### config.mk
export PLATFORM = sky130hd
export DESIGN_NAME = ip_address_text_validator_top
export DESIGN_NICKNAME = d
export VERILOG_FILES = /design/src/rtl/core/ipv_pkg.sv /design/src/rtl/core/ip_address_text_validator_top.sv
export SDC_FILE = /design/constraint.sdc
export NUM_CORES = 1
export LEC_CHECK = 0
export ABC_AREA = 1
export BUFFER_PORTS_ARGS = -buffer_cell sky130_fd_sc_hd__buf_2
export CORE_MARGIN = 1
export CORE_UTILIZATION = 50
export DETAILED_ROUTE_END_ITERATION = 8
export PLACE_DENSITY = 0.75
export RECOVER_POWER = 25
export SLEW_MARGIN = 25
export SYNTH_ARGS = -nofsm -noshare
export SYNTH_HDL_FRONTEND = slang
export SYNTH_SLANG_ARGS = --single-unit
### constraint.sdc
create_clock -name clk_i -period 5.83 [get_ports clk_i]
set_input_delay 1.166 -clock clk_i [delete_from_list [all_inputs] [get_ports clk_i]]
set_output_delay 1.166 -clock clk_i [all_outputs]
set_load 0.05 [all_outputs]
### src/rtl/core/ipv_pkg.sv
// ----------------------------------------------------------------------------
// ipv_pkg
// Types, character codes and helpers shared by the address text checker.
// ----------------------------------------------------------------------------
package ipv_pkg;

  localparam int unsigned ValW = 9;
  localparam logic [ValW-1:0] SatValue = 9'd256;
  localparam logic [ValW-1:0] MaxOctet = 9'd255;

  localparam logic [7:0] CharDot   = 8'h2e;
  localparam logic [7:0] CharColon = 8'h3a;
  localparam logic [7:0] CharComma = 8'h2c;
  localparam logic [7:0] CharHash  = 8'h23;
  localparam logic [7:0] CharStar  = 8'h2a;

  typedef enum logic [1:0] {
    VER_UNK = 2'd0,
    VER_V4  = 2'd1,
    VER_V6  = 2'd2
  } version_e;

  typedef enum logic [2:0] {
    ST_INCOMPLETE = 3'd0,
    ST_V4_PART    = 3'd1,
    ST_V4         = 3'd2,
    ST_V6_PART    = 3'd3,
    ST_V6         = 3'd4,
    ST_ERROR      = 3'd5
  } status_e;

  typedef enum logic [1:0] {
    MODE_ANY   = 2'd0,
    MODE_V4    = 2'd1,
    MODE_V6    = 2'd2,
    MODE_PHONE = 2'd3
  } mode_e;

  function automatic logic is_digit(input logic [7:0] c);
    return (c >= 8'h30) && (c <= 8'h39);
  endfunction

  function automatic logic is_hex_letter(input logic [7:0] c);
    return ((c >= 8'h61) && (c <= 8'h66)) || ((c >= 8'h41) && (c <= 8'h46));
  endfunction

  function automatic logic is_phone_char(input logic [7:0] c);
    return is_digit(c) || ((c >= 8'h61) && (c <= 8'h64)) ||
           ((c >= 8'h41) && (c <= 8'h44)) ||
           (c == CharComma) || (c == CharHash) || (c == CharStar);
  endfunction

endpackage

### src/rtl/core/ip_address_text_validator_top.sv
// ----------------------------------------------------------------------------
// ip_address_text_validator_top
// Classifies an address string one character word at a time and filters it.
// ----------------------------------------------------------------------------
// result: the word of a character is registered and valid in the cycle after it is taken
// throughput: one character per cycle, set by the single result register;
//   input stalls only while a result is held by a stalled output
// reset: scan state cleared, filter mode set to any ip, no result pending
module ip_address_text_validator_top (
  input  logic                clk_i,
  input  logic                rst_ni,
  input  logic                in_valid_i,
  output logic                in_stall_o,
  input  logic [7:0]          char_code_i,
  input  logic                first_i,
  output logic                out_valid_o,
  input  logic                out_stall_i,
  output ipv_pkg::status_e    status_o,
  output logic                accepted_o,
  input  logic                cfg_we_i,
  input  logic [1:0]          cfg_wdata_i
);
  import ipv_pkg::*;

  mode_e          mode_q;
  version_e       ver_q, ver_c, ver_n, ver_d;
  logic [2:0]     len_q, len_c, len_n, len_d, len_inc;
  logic [3:0]     sep_q, sep_c, sep_n, sep_d, sep_inc;
  logic [ValW-1:0] val_q, val_c, val_n, val_d, dig_v;
  logic           dc_q, dc_c, dc_n, dc_d;
  logic           hex_q, hex_c, hex_n, hex_d;
  logic           lc_q, lc_c, lc_d;
  logic [1:0]     cp_q, cp_c, cp_d;
  logic           err_q, err_c, err_d;
  logic           pb_q, pb_c, pb_d;
  logic           sc_err, second_after_colon;
  logic [11:0]    prod;
  status_e        status_d, status_q;
  logic           acc_d, acc_q, out_valid_q;
  logic           in_accept;

  assign in_stall_o = out_valid_q && out_stall_i;
  assign in_accept  = in_valid_i && !in_stall_o;

  // a start flag wipes the string state before the character is scanned
  always_comb begin
    ver_c = first_i ? VER_UNK : ver_q;
    len_c = first_i ? '0 : len_q;
    sep_c = first_i ? '0 : sep_q;
    val_c = first_i ? '0 : val_q;
    dc_c  = first_i ? 1'b0 : dc_q;
    hex_c = first_i ? 1'b0 : hex_q;
    lc_c  = first_i ? 1'b0 : lc_q;
    cp_c  = first_i ? '0 : cp_q;
    err_c = first_i ? 1'b0 : err_q;
    pb_c  = first_i ? 1'b0 : pb_q;
  end

  assign len_inc = len_c + 3'd1;
  assign sep_inc = sep_c + 4'd1;
  assign prod    = {3'b000, val_c} * 12'd10 + {8'h00, char_code_i[3:0]};
  assign dig_v   = (val_c >= SatValue) ? SatValue :
                   ((prod > {3'b000, SatValue}) ? SatValue : prod[ValW-1:0]);
  assign second_after_colon = (cp_c == 2'd1) && lc_c;

  always_comb begin
    ver_n  = ver_c;
    len_n  = len_c;
    sep_n  = sep_c;
    val_n  = val_c;
    dc_n   = dc_c;
    hex_n  = hex_c;
    sc_err = 1'b0;
    if (is_hex_letter(char_code_i)) begin
      len_n  = len_inc;
      val_n  = SatValue;
      sc_err = (ver_c == VER_V4) ||
               ((ver_c == VER_V6) && (second_after_colon || (len_inc > 3'd4)));
      if (ver_c == VER_UNK) ver_n = VER_V6;
      hex_n = 1'b1;
    end else if (is_digit(char_code_i)) begin
      len_n  = len_inc;
      val_n  = dig_v;
      sc_err = ((ver_c == VER_V4) && ((len_inc > 3'd3) || (dig_v > MaxOctet))) ||
               ((ver_c == VER_V6) && (second_after_colon || (len_inc > 3'd4))) ||
               ((ver_c == VER_UNK) && (len_inc > 3'd4));
      if ((ver_c == VER_UNK) && ((len_inc == 3'd4) || (dig_v > MaxOctet))) begin
        ver_n = VER_V6;
      end
    end else if (char_code_i == CharDot) begin
      sep_n  = sep_inc;
      sc_err = (len_c == 3'd0) ||
               ((ver_c == VER_V4) && (sep_inc > 4'd3)) ||
               ((ver_c == VER_V6) && ((sep_inc > 4'd6) || (len_c > 3'd3) ||
                                      (val_c > MaxOctet)));
      // dotted tail inside an ipv6 address restarts the separator count
      if ((ver_c == VER_V6) && !hex_c && (val_c <= MaxOctet)) begin
        ver_n = VER_V4;
        sep_n = 4'd1;
      end
      if ((ver_c == VER_UNK) && (val_c <= MaxOctet)) ver_n = VER_V4;
      len_n = '0;
      val_n = '0;
    end else if (char_code_i == CharColon) begin
      sep_n  = sep_inc;
      sc_err = (ver_c == VER_V4) || (sep_inc >= 4'd8) || ((len_c == 3'd0) && dc_c);
      if ((sep_inc > 4'd1) && (len_c == 3'd0)) dc_n = 1'b1;
      if (ver_c == VER_UNK) ver_n = VER_V6;
      len_n = '0;
      val_n = '0;
      hex_n = 1'b0;
    end else begin
      sc_err = 1'b1;
    end
  end

  always_comb begin
    ver_d = ver_c;
    len_d = len_c;
    sep_d = sep_c;
    val_d = val_c;
    dc_d  = dc_c;
    hex_d = hex_c;
    lc_d  = lc_c;
    cp_d  = cp_c;
    err_d = err_c;
    pb_d  = pb_c || !is_phone_char(char_code_i);
    if (!err_c) begin
      if (sc_err) begin
        err_d = 1'b1;
      end else begin
        ver_d = ver_n;
        len_d = len_n;
        sep_d = sep_n;
        val_d = val_n;
        dc_d  = dc_n;
        hex_d = hex_n;
      end
      if ((cp_c == 2'd0) && (char_code_i == CharColon)) lc_d = 1'b1;
      if (cp_c < 2'd3) cp_d = cp_c + 2'd1;
    end
  end

  always_comb begin
    if (err_d) begin
      status_d = ST_ERROR;
    end else if ((ver_d == VER_V4) && (sep_d == 4'd3) && (len_d != 3'd0)) begin
      status_d = ST_V4;
    end else if ((ver_d == VER_V6) && (len_d != 3'd0) && ((sep_d == 4'd8) || dc_d)) begin
      status_d = ST_V6;
    end else if (ver_d == VER_V4) begin
      status_d = ST_V4_PART;
    end else if (ver_d == VER_V6) begin
      status_d = ST_V6_PART;
    end else begin
      status_d = ST_INCOMPLETE;
    end
  end

  always_comb begin
    case (mode_q)
      MODE_ANY: acc_d = (status_d != ST_ERROR);
      MODE_V4:  acc_d = (status_d inside {ST_INCOMPLETE, ST_V4_PART, ST_V4});
      MODE_V6:  acc_d = (status_d inside {ST_INCOMPLETE, ST_V6_PART, ST_V6});
      default:  acc_d = !pb_d;
    endcase
  end

  always_ff @(posedge clk_i or negedge rst_ni) begin
    if (!rst_ni) begin
      mode_q      <= MODE_ANY;
      ver_q       <= VER_UNK;
      len_q       <= '0;
      sep_q       <= '0;
      val_q       <= '0;
      dc_q        <= 1'b0;
      hex_q       <= 1'b0;
      lc_q        <= 1'b0;
      cp_q        <= '0;
      err_q       <= 1'b0;
      pb_q        <= 1'b0;
      out_valid_q <= 1'b0;
    end else begin
      if (cfg_we_i) mode_q <= mode_e'(cfg_wdata_i);
      if (in_accept) begin
        ver_q       <= ver_d;
        len_q       <= len_d;
        sep_q       <= sep_d;
        val_q       <= val_d;
        dc_q        <= dc_d;
        hex_q       <= hex_d;
        lc_q        <= lc_d;
        cp_q        <= cp_d;
        err_q       <= err_d;
        pb_q        <= pb_d;
        out_valid_q <= 1'b1;
      end else if (!out_stall_i) begin
        out_valid_q <= 1'b0;
      end
    end
  end

  // result payload, held while the output stalls
  always_ff @(posedge clk_i) begin
    if (in_accept) begin
      status_q <= status_d;
      acc_q    <= acc_d;
    end
  end

  assign out_valid_o = out_valid_q;
  assign status_o    = status_q;
  assign accepted_o  = acc_q;

  a_err_sticky: assert property (@(posedge clk_i) disable iff (!rst_ni)
    (err_q && in_accept && !first_i) |=> err_q)
    else $error("scan error cleared without a start flag");

  a_v4_sep: assert property (@(posedge clk_i) disable iff (!rst_ni)
    (ver_q == VER_V4) |-> (sep_q <= 4'd3))
    else $error("ipv4 prefix with more than three dots");

  // a dotted tail may follow a double colon, so only the unknown version is ruled out
  a_dc_known: assert property (@(posedge clk_i) disable iff (!rst_ni)
    dc_q |-> (ver_q != VER_UNK))
    else $error("double colon in a prefix of unknown version");

  a_hex_v6: assert property (@(posedge clk_i) disable iff (!rst_ni)
    hex_q |-> (ver_q == VER_V6))
    else $error("hex letter flag outside an ipv6 prefix");

endmodule
# Word level (Yosys, flattened, before mapping)
# Index checks and enable logic that the tools add are counted.
dict set report word_totals {
  register_bits 32
  input_bits 16
  out_inout_bits 6
  word_cells 189
}
dict set report op_classes {
  add_sub_neg 4
  n_mul 1
  n_lt_le_gt_ge 21
  eq_ne 21
  n_mux 72
  reduce_logical 56
}
# op n
set op_table {}
lappend op_table {{two-way mux 9 bit} 9}
lappend op_table {{== test 8 x 6 -> 1 bit, second input constant} 5}
lappend op_table {{<= comparator 8 x 7 -> 1 bit, second input constant} 4}
lappend op_table {{two-way mux 2 bit} 16}
lappend op_table {{two-way mux 4 bit} 8}
lappend op_table {{two-way mux 3 bit} 10}
lappend op_table {{two-way mux 1 bit} 28}
lappend op_table {{logical AND 1 bit} 24}
lappend op_table {{logical OR 1 bit} 20}
lappend op_table {{greater-than comparator 9 x 8 -> 1 bit, second input constant} 2}
lappend op_table {{greater-or-equal comparator 8 x 7 -> 1 bit, second input constant} 2}
lappend op_table {{adder 12 x 4 -> 12 bit} 1}
lappend op_table {{greater-than comparator 12 x 9 -> 1 bit, second input constant} 1}
lappend op_table {{multiplier 9 x 3 -> 11 bit, second input constant} 1}
lappend op_table {{greater-or-equal comparator 9 bit, second input constant} 1}
lappend op_table {{<= comparator 9 x 8 -> 1 bit, second input constant} 1}
lappend op_table {{nonzero test 3 bit} 3}
lappend op_table {{== test 2 x 1 -> 1 bit, second input constant} 4}
lappend op_table {{greater-or-equal comparator 8 x 6 -> 1 bit, second input constant} 1}
lappend op_table {{<= comparator 8 x 6 -> 1 bit, second input constant} 1}
lappend op_table {{== test 2 bit, second input constant} 3}
lappend op_table {{== test 3 x 2 -> 1 bit, second input constant} 2}
lappend op_table {{== test 3 bit, second input constant} 2}
lappend op_table {{greater-than comparator 3 x 2 -> 1 bit, second input constant} 2}
lappend op_table {{other kinds (18)} 24}

# Logic depth before layout (Yosys ltp)
# Gate-level depths: netlist (run 1).
dict set report logic_depth {
  depth_word 24
  depth_mapped 38
  depth_no_buf 37
}

# Least setup slack after synthesis (run 1)
# OpenSTA, ideal clock, no wires.
dict set report synth_path {
  path_type {input to register}
  startpoint {input first_i}
  endpoint {register acc_q (netlist: accepted_o) (data pin)}
  setup_ns 0.265
  t_arrival_ns 5.205
  t_required_ns 5.565
  slack_ns 0.360
  path_stages 33
  n_path_buf 2
  path_cell_list {buf_4 clkbuf_1 nor2_1 inv_1 nor2_1 nor2_1 ha_1 fa_1 nand2_1 inv_1 nand3_1 nand2_1 xor2_1 nand4_1 nor2_1 o2111ai_2 nor3_1 inv_1 o21ai_0 nand2_1 a21oi_1 o21ai_0 o21ai_0 ha_1 nand2_1 nor2_2 nand3b_4 nand2_1 nor2_2 nand3_1 nand2_1 nand2_1 nand4_1}
}
dict set report synth_between {
  elab_chain_cells 24
  elab_cells_between_ends 121
  classes_between {3 x add/sub; 1 x mul; 12 x order compare; 13 x eq/ne; 54 x mux; 38 x reduce/logical}
}
# element line_no
set synth_lines {}
lappend synth_lines {{start, declared} ip_address_text_validator_top.sv:15} ;# input logic first_i,
lappend synth_lines {{two-way mux 9 bit} ip_address_text_validator_top.sv:50} ;# val_c = first_i ? '0 : val_q;
lappend synth_lines {{multiplier 9 x 3 -> 11 bit} ip_address_text_validator_top.sv:61} ;# assign prod = {3'b000, val_c} * 12'd10 + {8'h00, char_code_i[3:0]};
lappend synth_lines {{adder 12 x 4 -> 12 bit} ip_address_text_validator_top.sv:61}
lappend synth_lines {{greater-than comparator 12 x 9 -> 1 bit} ip_address_text_validator_top.sv:63} ;# ((prod > {3'b000, SatValue}) ? SatValue : prod[ValW-1:0]);
lappend synth_lines {{two-way mux 9 bit} ip_address_text_validator_top.sv:63}
lappend synth_lines {{two-way mux 9 bit} ip_address_text_validator_top.sv:62} ;# assign dig_v = (val_c >= SatValue) ? SatValue :
lappend synth_lines {{greater-than comparator 9 x 8 -> 1 bit} {ip_address_text_validator_top.sv:84, ip_address_text_validator_top.sv:87}}
lappend synth_lines {{logical OR 1 bit} ip_address_text_validator_top.sv:84} ;# sc_err = ((ver_c == VER_V4) && ((len_inc > 3'd3) || (dig_v > MaxOctet))) ||
lappend synth_lines {{(+9 left out)} --}
lappend synth_lines {{two-way mux 2 bit or logical AND 1 bit (tied branches)} {ip_address_text_validator_top.sv:151, ip_address_text_validator_top.sv:149}}
lappend synth_lines {{two-way mux 3 bit} ip_address_text_validator_top.sv:149} ;# end else if ((ver_d == VER_V6) && (len_d != 3'd0) && ((sep_d == 4'd8) || dc_d)) begin
lappend synth_lines {{two-way mux 3 bit} ip_address_text_validator_top.sv:147} ;# end else if ((ver_d == VER_V4) && (sep_d == 4'd3) && (len_d != 3'd0)) begin
lappend synth_lines {{two-way mux 3 bit} ip_address_text_validator_top.sv:145} ;# if (err_d) begin
lappend synth_lines {{== test 3 x 2 -> 1 bit (tied with other cells)} ip_address_text_validator_top.sv:164} ;# MODE_V6: acc_d = (status_d inside {ST_INCOMPLETE, ST_V6_PART, ST_V6});
lappend synth_lines {{nonzero test 3 bit, on equally long branches} {ip_address_text_validator_top.sv:164, ip_address_text_validator_top.sv:163}}
lappend synth_lines {{one-hot mux 1 bit (3 select lines) (*)} ip_address_text_validator_top.sv:161} ;# case (mode_q)
lappend synth_lines {{named net acc_d} ip_address_text_validator_top.sv:39} ;# logic acc_d, acc_q, out_valid_q;
lappend synth_lines {{end signal, assigned} ip_address_text_validator_top.sv:207} ;# acc_q <= acc_d;
lappend synth_lines {{end, declared} ip_address_text_validator_top.sv:39}
# The timed path passes the listed nets; every way through them passes the cells marked *.
# A chain may end at the register's enable or synchronous reset.

# Final worst setup path (run 1)
# Same ends and word-level chain as after synthesis.

==> results of run 1 <==
==> layer usage <==
metal	up-vias	share of wire, %	GRT usage, %
met5	-	0	0
met4	0	0.97	5.61
met3	16	5.7	4.43
met2	121	47	45.3
met1	1737	47	37.8
li1	1875	-	-
==> registers in the layout (all words and copies together), names as in the netlist <==
| register | flops |
|---|---|
| accepted_o | 1 |
| cp_q | 2 |
| dc_q | 1 |
| err_q | 1 |
| hex_q | 1 |
| lc_q | 1 |
| len_q | 3 |
| mode_q | 2 |
| out_valid_o | 1 |
| pb_q | 1 |
| sep_q | 4 |
| status_o | 3 |
| val_q | 9 |
| ver_q | 2 |
==> through the flow <==
| stage | instance area [µm²] | utilization [%] | worst slack (ps) | instances |
|---|---|---|---|---|
| after global routing | 3880 | 57.1 | 15.2 | 686 |
| final | 3880 | 57.1 | 425 | 686 |
| after detailed placement | 3750 | 55.3 | 47.5 | 678 |
| after CTS | 3870 | 56.9 | 353 | 686 |
| after global placement | 3750 | 55.3 | 145 | 678 |
| after floorplan | 3520 | - | 360 | 564 |
==> cell type report <==
| cell class | instances | share of cell area [%] |
|---|---|---|
| tap | 96 | 3.10 |
| timing repair buffer | 27 | 3.81 |
| clock inverter | 3 | 1.10 |
| inverter | 112 | 11.0 |
| sequential | 32 | 21.2 |
| clock buffer | 5 | 1.77 |
| multi-input combinational | 411 | 58.1 |
==> layout by cell type (no fill, tap or decap), types with 3 or more instances in the layout <==
master     instances
o2111ai_1          3
nor4_1            10
nor2_1            73
nand4_1           18
inv_2              8
nand3_2            3
nand2_1          123
xor2_1             3
ha_1              20
buf_2             19
inv_1            101
nor2_2             5
nand2_2           20
dfrtp_1           28
clkbuf_8           5
o31ai_1            4
nand3_1           27
o21ai_0           36
a21oi_1           14
a31oi_1            4
nor3_1            13
buf_4              6
o22ai_1           10
edfxtp_1           4
==> power by group <==
group / switching [W] / leakage, nW / internal (W) / total [W]
clock: 0.0000901 / 0.0541 / 0.000126 / 0.000217
combinational: 0.000165 / 1.55 / 0.0000782 / 0.000243
sequential: 0.0000160 / 0.401 / 0.000247 / 0.000263
total: 0.000271 / 2.00 / 0.000452 / 0.000723
==> how the worst max path moves through the flow <==
stage / slack [ps] / end
detailed placement: 50 / accepted_o
global placement: 150 / accepted_o
CTS: 350 / accepted_o
finish: 420 / accepted_o
floorplan: 360 / accepted_o
global route: 20 / accepted_o
==> cell families (layout without fill, tap and decap cells) <==
family                   after synthesis  count (layout)  share of synthesized area [%]
flip-flops                            32              32                           23.3
adder cells (fa/ha/maj)               21              21                           7.67
AND/OR/NAND/NOR                      301             301                           39.8
XOR/XNOR                               7               7                           1.95
AO/OA/AOI/OAI                         82              82                           14.1
buffers and inverters                121             147                           13.1
==> worst reg2reg max path: cells and delay by family (launching register included) <==
family                   cells  cell delay [ps]
adder cells (fa/ha/maj)      3             1020
XOR/XNOR                     1              170
AO/OA/AOI/OAI                6              780
buffers and inverters        4              380
AND/OR/NAND/NOR             18             1780
flip-flops                   1              350
==> impl_results.md, run 1 <==
- Global-route wire length before repair: 16.1 mm
- Worst Path Max Fanout: 8
- Most used cell, CP: nand2_1
- Boundary Pins: 22
- Slew Limit Fails: 29
- Crit path launch type: primary input
- Sequential standard cell area: 821 µm²
- Syn-to-layout area delta: 10.1%
- Clk buf depth: 2
- Syn_nets: 601
- Worst min-delay path category: register to register
- NumNets Final: 626
- Total grt overflow: 0
- IO Port Bufs: 21
- Hpwl dp: 7.55 mm
- Sequential area share after synthesis: 23.3%
- Initial core utilization: 51.9%
- Post-Route Setup TNS: 0 ps
- Synth top area cells: dfrtp_1 20%, nand2_1 13%, inv_1 11%
- CP Depth: 35
- Post-CTS Setup Inserts: 0
- Critical path's slowest cell: ha_1
- Fmax: 0.185 GHz
- Relative max-transition margin: -4.13%
- Largest net degree at the start of global routing: 29
- Crit path from: first_i
- Failing checks: max-capacitance violations, max-slew violations
- Pwr Total: 0.000723 W
- FF-to-FF setup slack: 1120 ps
- Hold Path Stages: 2
- Crit path max-delay family: simple AND/OR/NAND/NOR gates
- CTS root buf: clkbuf_8
- Number of fillers in the final layout: 680
- Hold endpoint: out_valid_o
- Synth top area share: 19.9%
- Total die area: 7390 µm²
- Gate count after technology mapping: 564
- Cell Area, Synth: 3520 µm²
- Worst vdd ir: 0.107 mV
- CP max stage delay: 370 ps
- # Max-Cap Violations: 1
- Reg-to-Reg End: accepted_o
- Vias per cell: 5.47
- FF-to-FF Start: val_q[3]
- Initial antenna violation count: 0
- Endpoints failing setup: 0
- Leakage: 2.00 nW
- CP endpoint kind: register
- Clk slew on worst S/H paths: 70 ps
- Num CTS Buffers: 5
- Worst hold slack: 484 ps
- Post-route DRC violation count: 0
- Synth Register Bits: 32
- Hold-fix buffers at CTS: 0
- TritonRoute pass-1 iters: 5
- Count of clock tree sinks: 32
- Htree depth: 2
- Vias: 3749
- Post-route antenna net violation count: 0
- Most frequent cell after synthesis: nand2_1
- Cell variety after synth: 45
- Worst Hold Launch: out_valid_o
- EDFF count, synth: 4
- Die W: 85.9 µm
- CP required: 5870 ps
- Kind of critical path: primary input to register
- Post-Syn Area per Cell: 6.25 µm²
- Final Hold Viols: 0
- Die Ht: 85.9 µm
- FP Rows: 30
- Antenna cells: 0
- Pwr Density: 186 nW/µm²
- Layout cells sized above 1: 14.4%
- Core Area: 6790 µm²
- Top cells by count, synth: 124 x nand2_1, 101 x inv_1, 74 x nor2_1
- Initial DRC count: 256
- Final period utilization: 92.7%
- RSZ-0062 raised after global routing: no
- Number of global-route vias before repair: 3444
- Overall Global Routing Usage: 27.4%
- Mean routed wirelength per cell: 14.0 µm
- Run status: complete, but fails checks
- CTS tree: yes
- Async S/R FF share, synth: 87.5%
- YS warnings: 0
- Area of the multi-input gates: 2250 µm²
- Layout Skew: 7.44 ps
- Worst slew pin tran: 1560 ps
- Critical path arrival: 5450 ps
- Resize count post-CTS: 0
- Buffer and inverter count on the worst path: 5
- Final WL: 9.60 mm
- Skew-Pair Late Insertion Delay: 300 ps
- Dominant synthesized flop cell: dfrtp_1
- Minimum clock period: 5410 ps
- Routability Congestion: 0.953
- R2R cell count: 32
- Leading area contributor after synthesis: dfrtp_1
(Power assumes the default switching activity.)
==> run 2: changes to the inputs <==
- CORE_ASPECT_RATIO: default -> 1.25
==> impl_results.md, run 2 (same netlist as run 1, synthesis figures left out) <==
- Run status: complete, but fails checks
- Failing checks: max-capacitance violations, max-slew violations
- Crit path launch type: primary input
- Pwr Density: 175 nW/µm²
- Total die area: 7390 µm²
- Count of clock tree sinks: 32
- CP required: 5860 ps
- Max reg flops: 9
- # Max-Cap Violations: 1
- Initial antenna violation count: 0
- Combinational share of power: 36.4%
- Biggest regs: val_q x9, sep_q x4
- Endpoints failing setup: 0
- CTS tree: yes
- Final period utilization: 91.9%
- Boundary Pins: 22
- Kind of critical path: primary input to register
- Layout cells sized above 1: 14.7%
- Post-route DRC violation count: 0
- Largest net degree at the start of global routing: 29
- Pwr Total: 0.000675 W
- CP endpoint kind: register
- RSZ-0062 raised after global routing: no
- Clock power frac: 24.9%
- Clk buf depth: 2
- Vias per cell: 5.35
- Final Hold Viols: 0
- Minimum clock period: 5360 ps
- Largest Register: val_q
- FP Rows: 33
- Clk slew on worst S/H paths: 70 ps
- Worst Path Max Fanout: 7
- Antenna cells: 0
- Skew-Pair Late Insertion Delay: 290 ps
- Number of fillers in the final layout: 670
- Number of global-route vias before repair: 3550
- P_int: 0.000409 W
- Leakage: 1.99 nW
- Global-route wire length before repair: 15.4 mm
- Post-CTS Setup Inserts: 0
- CP max stage delay: 590 ps
- Relative max-transition margin: -8.35%
- Critical path's slowest cell: fa_2
- IO Port Bufs: 21
- Layout Skew: 8.70 ps
- CTS root buf: clkbuf_8
- Critical path arrival: 5390 ps
- Switching Fraction: 39.4%
- Routability Congestion: 0.943
- Core Area: 6690 µm²
- Slew Limit Fails: 29
- Worst slew pin tran: 1630 ps
- Initial DRC count: 261
- Final WL: 9.11 mm
- Post-route antenna net violation count: 0
- Mean routed wirelength per cell: 13.4 µm
- Die Ht: 95.9 µm
- Worst vdd ir: 0.242 mV
- Post-Route Setup TNS: 0 ps
- Reg power frac: 38.6%
- Hpwl dp: 7.22 mm
- Die W: 77.1 µm
- Overall Global Routing Usage: 26.6%
- Most frequent cells in the layout: 123 x nand2_1, 101 x inv_1, 72 x nor2_1
- Worst min-delay path category: register to register
- NumNets Final: 628
- Num CTS Buffers: 5
- Initial core utilization: 52.7%
- Vias: 3636
- TritonRoute pass-1 iters: 5
- Psw: 0.000266 W
- Most used cell, CP: nand2_1
- Htree depth: 2
- Commonest non-fill, non-tap cell in the layout: nand2_1
- Syn-to-layout area delta: 9.48%
- Total grt overflow: 0
- Fmax: 0.187 GHz
[run 2: changes by cell type in the layout (fill, tap and decap cells not counted), sizes merged]
| cell | before | now |
|---|---|---|
| bufinv | 1 | 0 |
| buf | 25 | 27 |
| clkbuf | 7 | 8 |
[run 2: final timing paths]
check / from / end / slack (ps) / cells after the start
worst max register to register: val_q[3] / accepted_o / 1100 / 32
max in group asynchronous: rst_ni / len_q[0] / 3600 / 1
min in group asynchronous: rst_ni / mode_q[0] / 1280 / 1
worst min register to register: err_q / cp_q[1] / 460 / 1
worst max-delay path: first_i / accepted_o / 470 / 32
worst min-delay path: err_q / cp_q[1] / 460 / 1
[run 2: power groups by stage]
stage                     Sequential, W  Combinational (W)  Clock (W)
after floorplan                0.000267           0.000170          0
after global placement         0.000265           0.000234          0
after detailed placement       0.000265           0.000240          0
after CTS                      0.000261           0.000242   0.000174
after global routing           0.000263           0.000276   0.000180
final                          0.000261           0.000246   0.000168
[run 2: critical path, delay by kind of cell]
family,cells,cell delay [ps]
AO/OA/AOI/OAI,5,710
buffers and inverters,4,410
AND/OR/NAND/NOR,19,1840
adder cells (fa/ha/maj),3,1040
XOR/XNOR,1,190
[run 2: what timing repair did]
action	in CTS	in global routing
hold buffers	0	0
endpoints found under the setup margin	0	2
resized for setup	0	5
[run 2: stage by stage]
stage	utilization [%]	instance area (µm²)	cells	worst slack, ps	hold WS, ps
after floorplan	-	3520	564	360	449
after global placement	56.2	3760	671	242	464
after detailed placement	56.2	3760	671	112	466
after CTS	57.4	3840	679	361	467
after global routing	57.7	3860	679	33.2	476
final	57.7	3860	679	470	462
[run 2: layer usage]
layer | vias to the layer above | part of all wire [%] | global-route usage, %
met5 | - | 0 | 0
met1 | 1638 | 41 | 28.7
met3 | 28 | 3.5 | 3.03
met2 | 90 | 51 | 50.8
met4 | 0 | 4.3 | 14.9
li1 | 1880 | - | -
[run 2: cell type report]
cell class              count  area (µm²)  share of cell area (%)
well taps                  87         109                    2.82
clock inverters             2        11.3                   0.292
flip-flops and latches     32         821                    21.3
repair buffers             29         163                    4.22
clock buffers               6        72.6                    1.88
multi-input cells         411        2260                    58.5
inverters                 112         423                    11.0
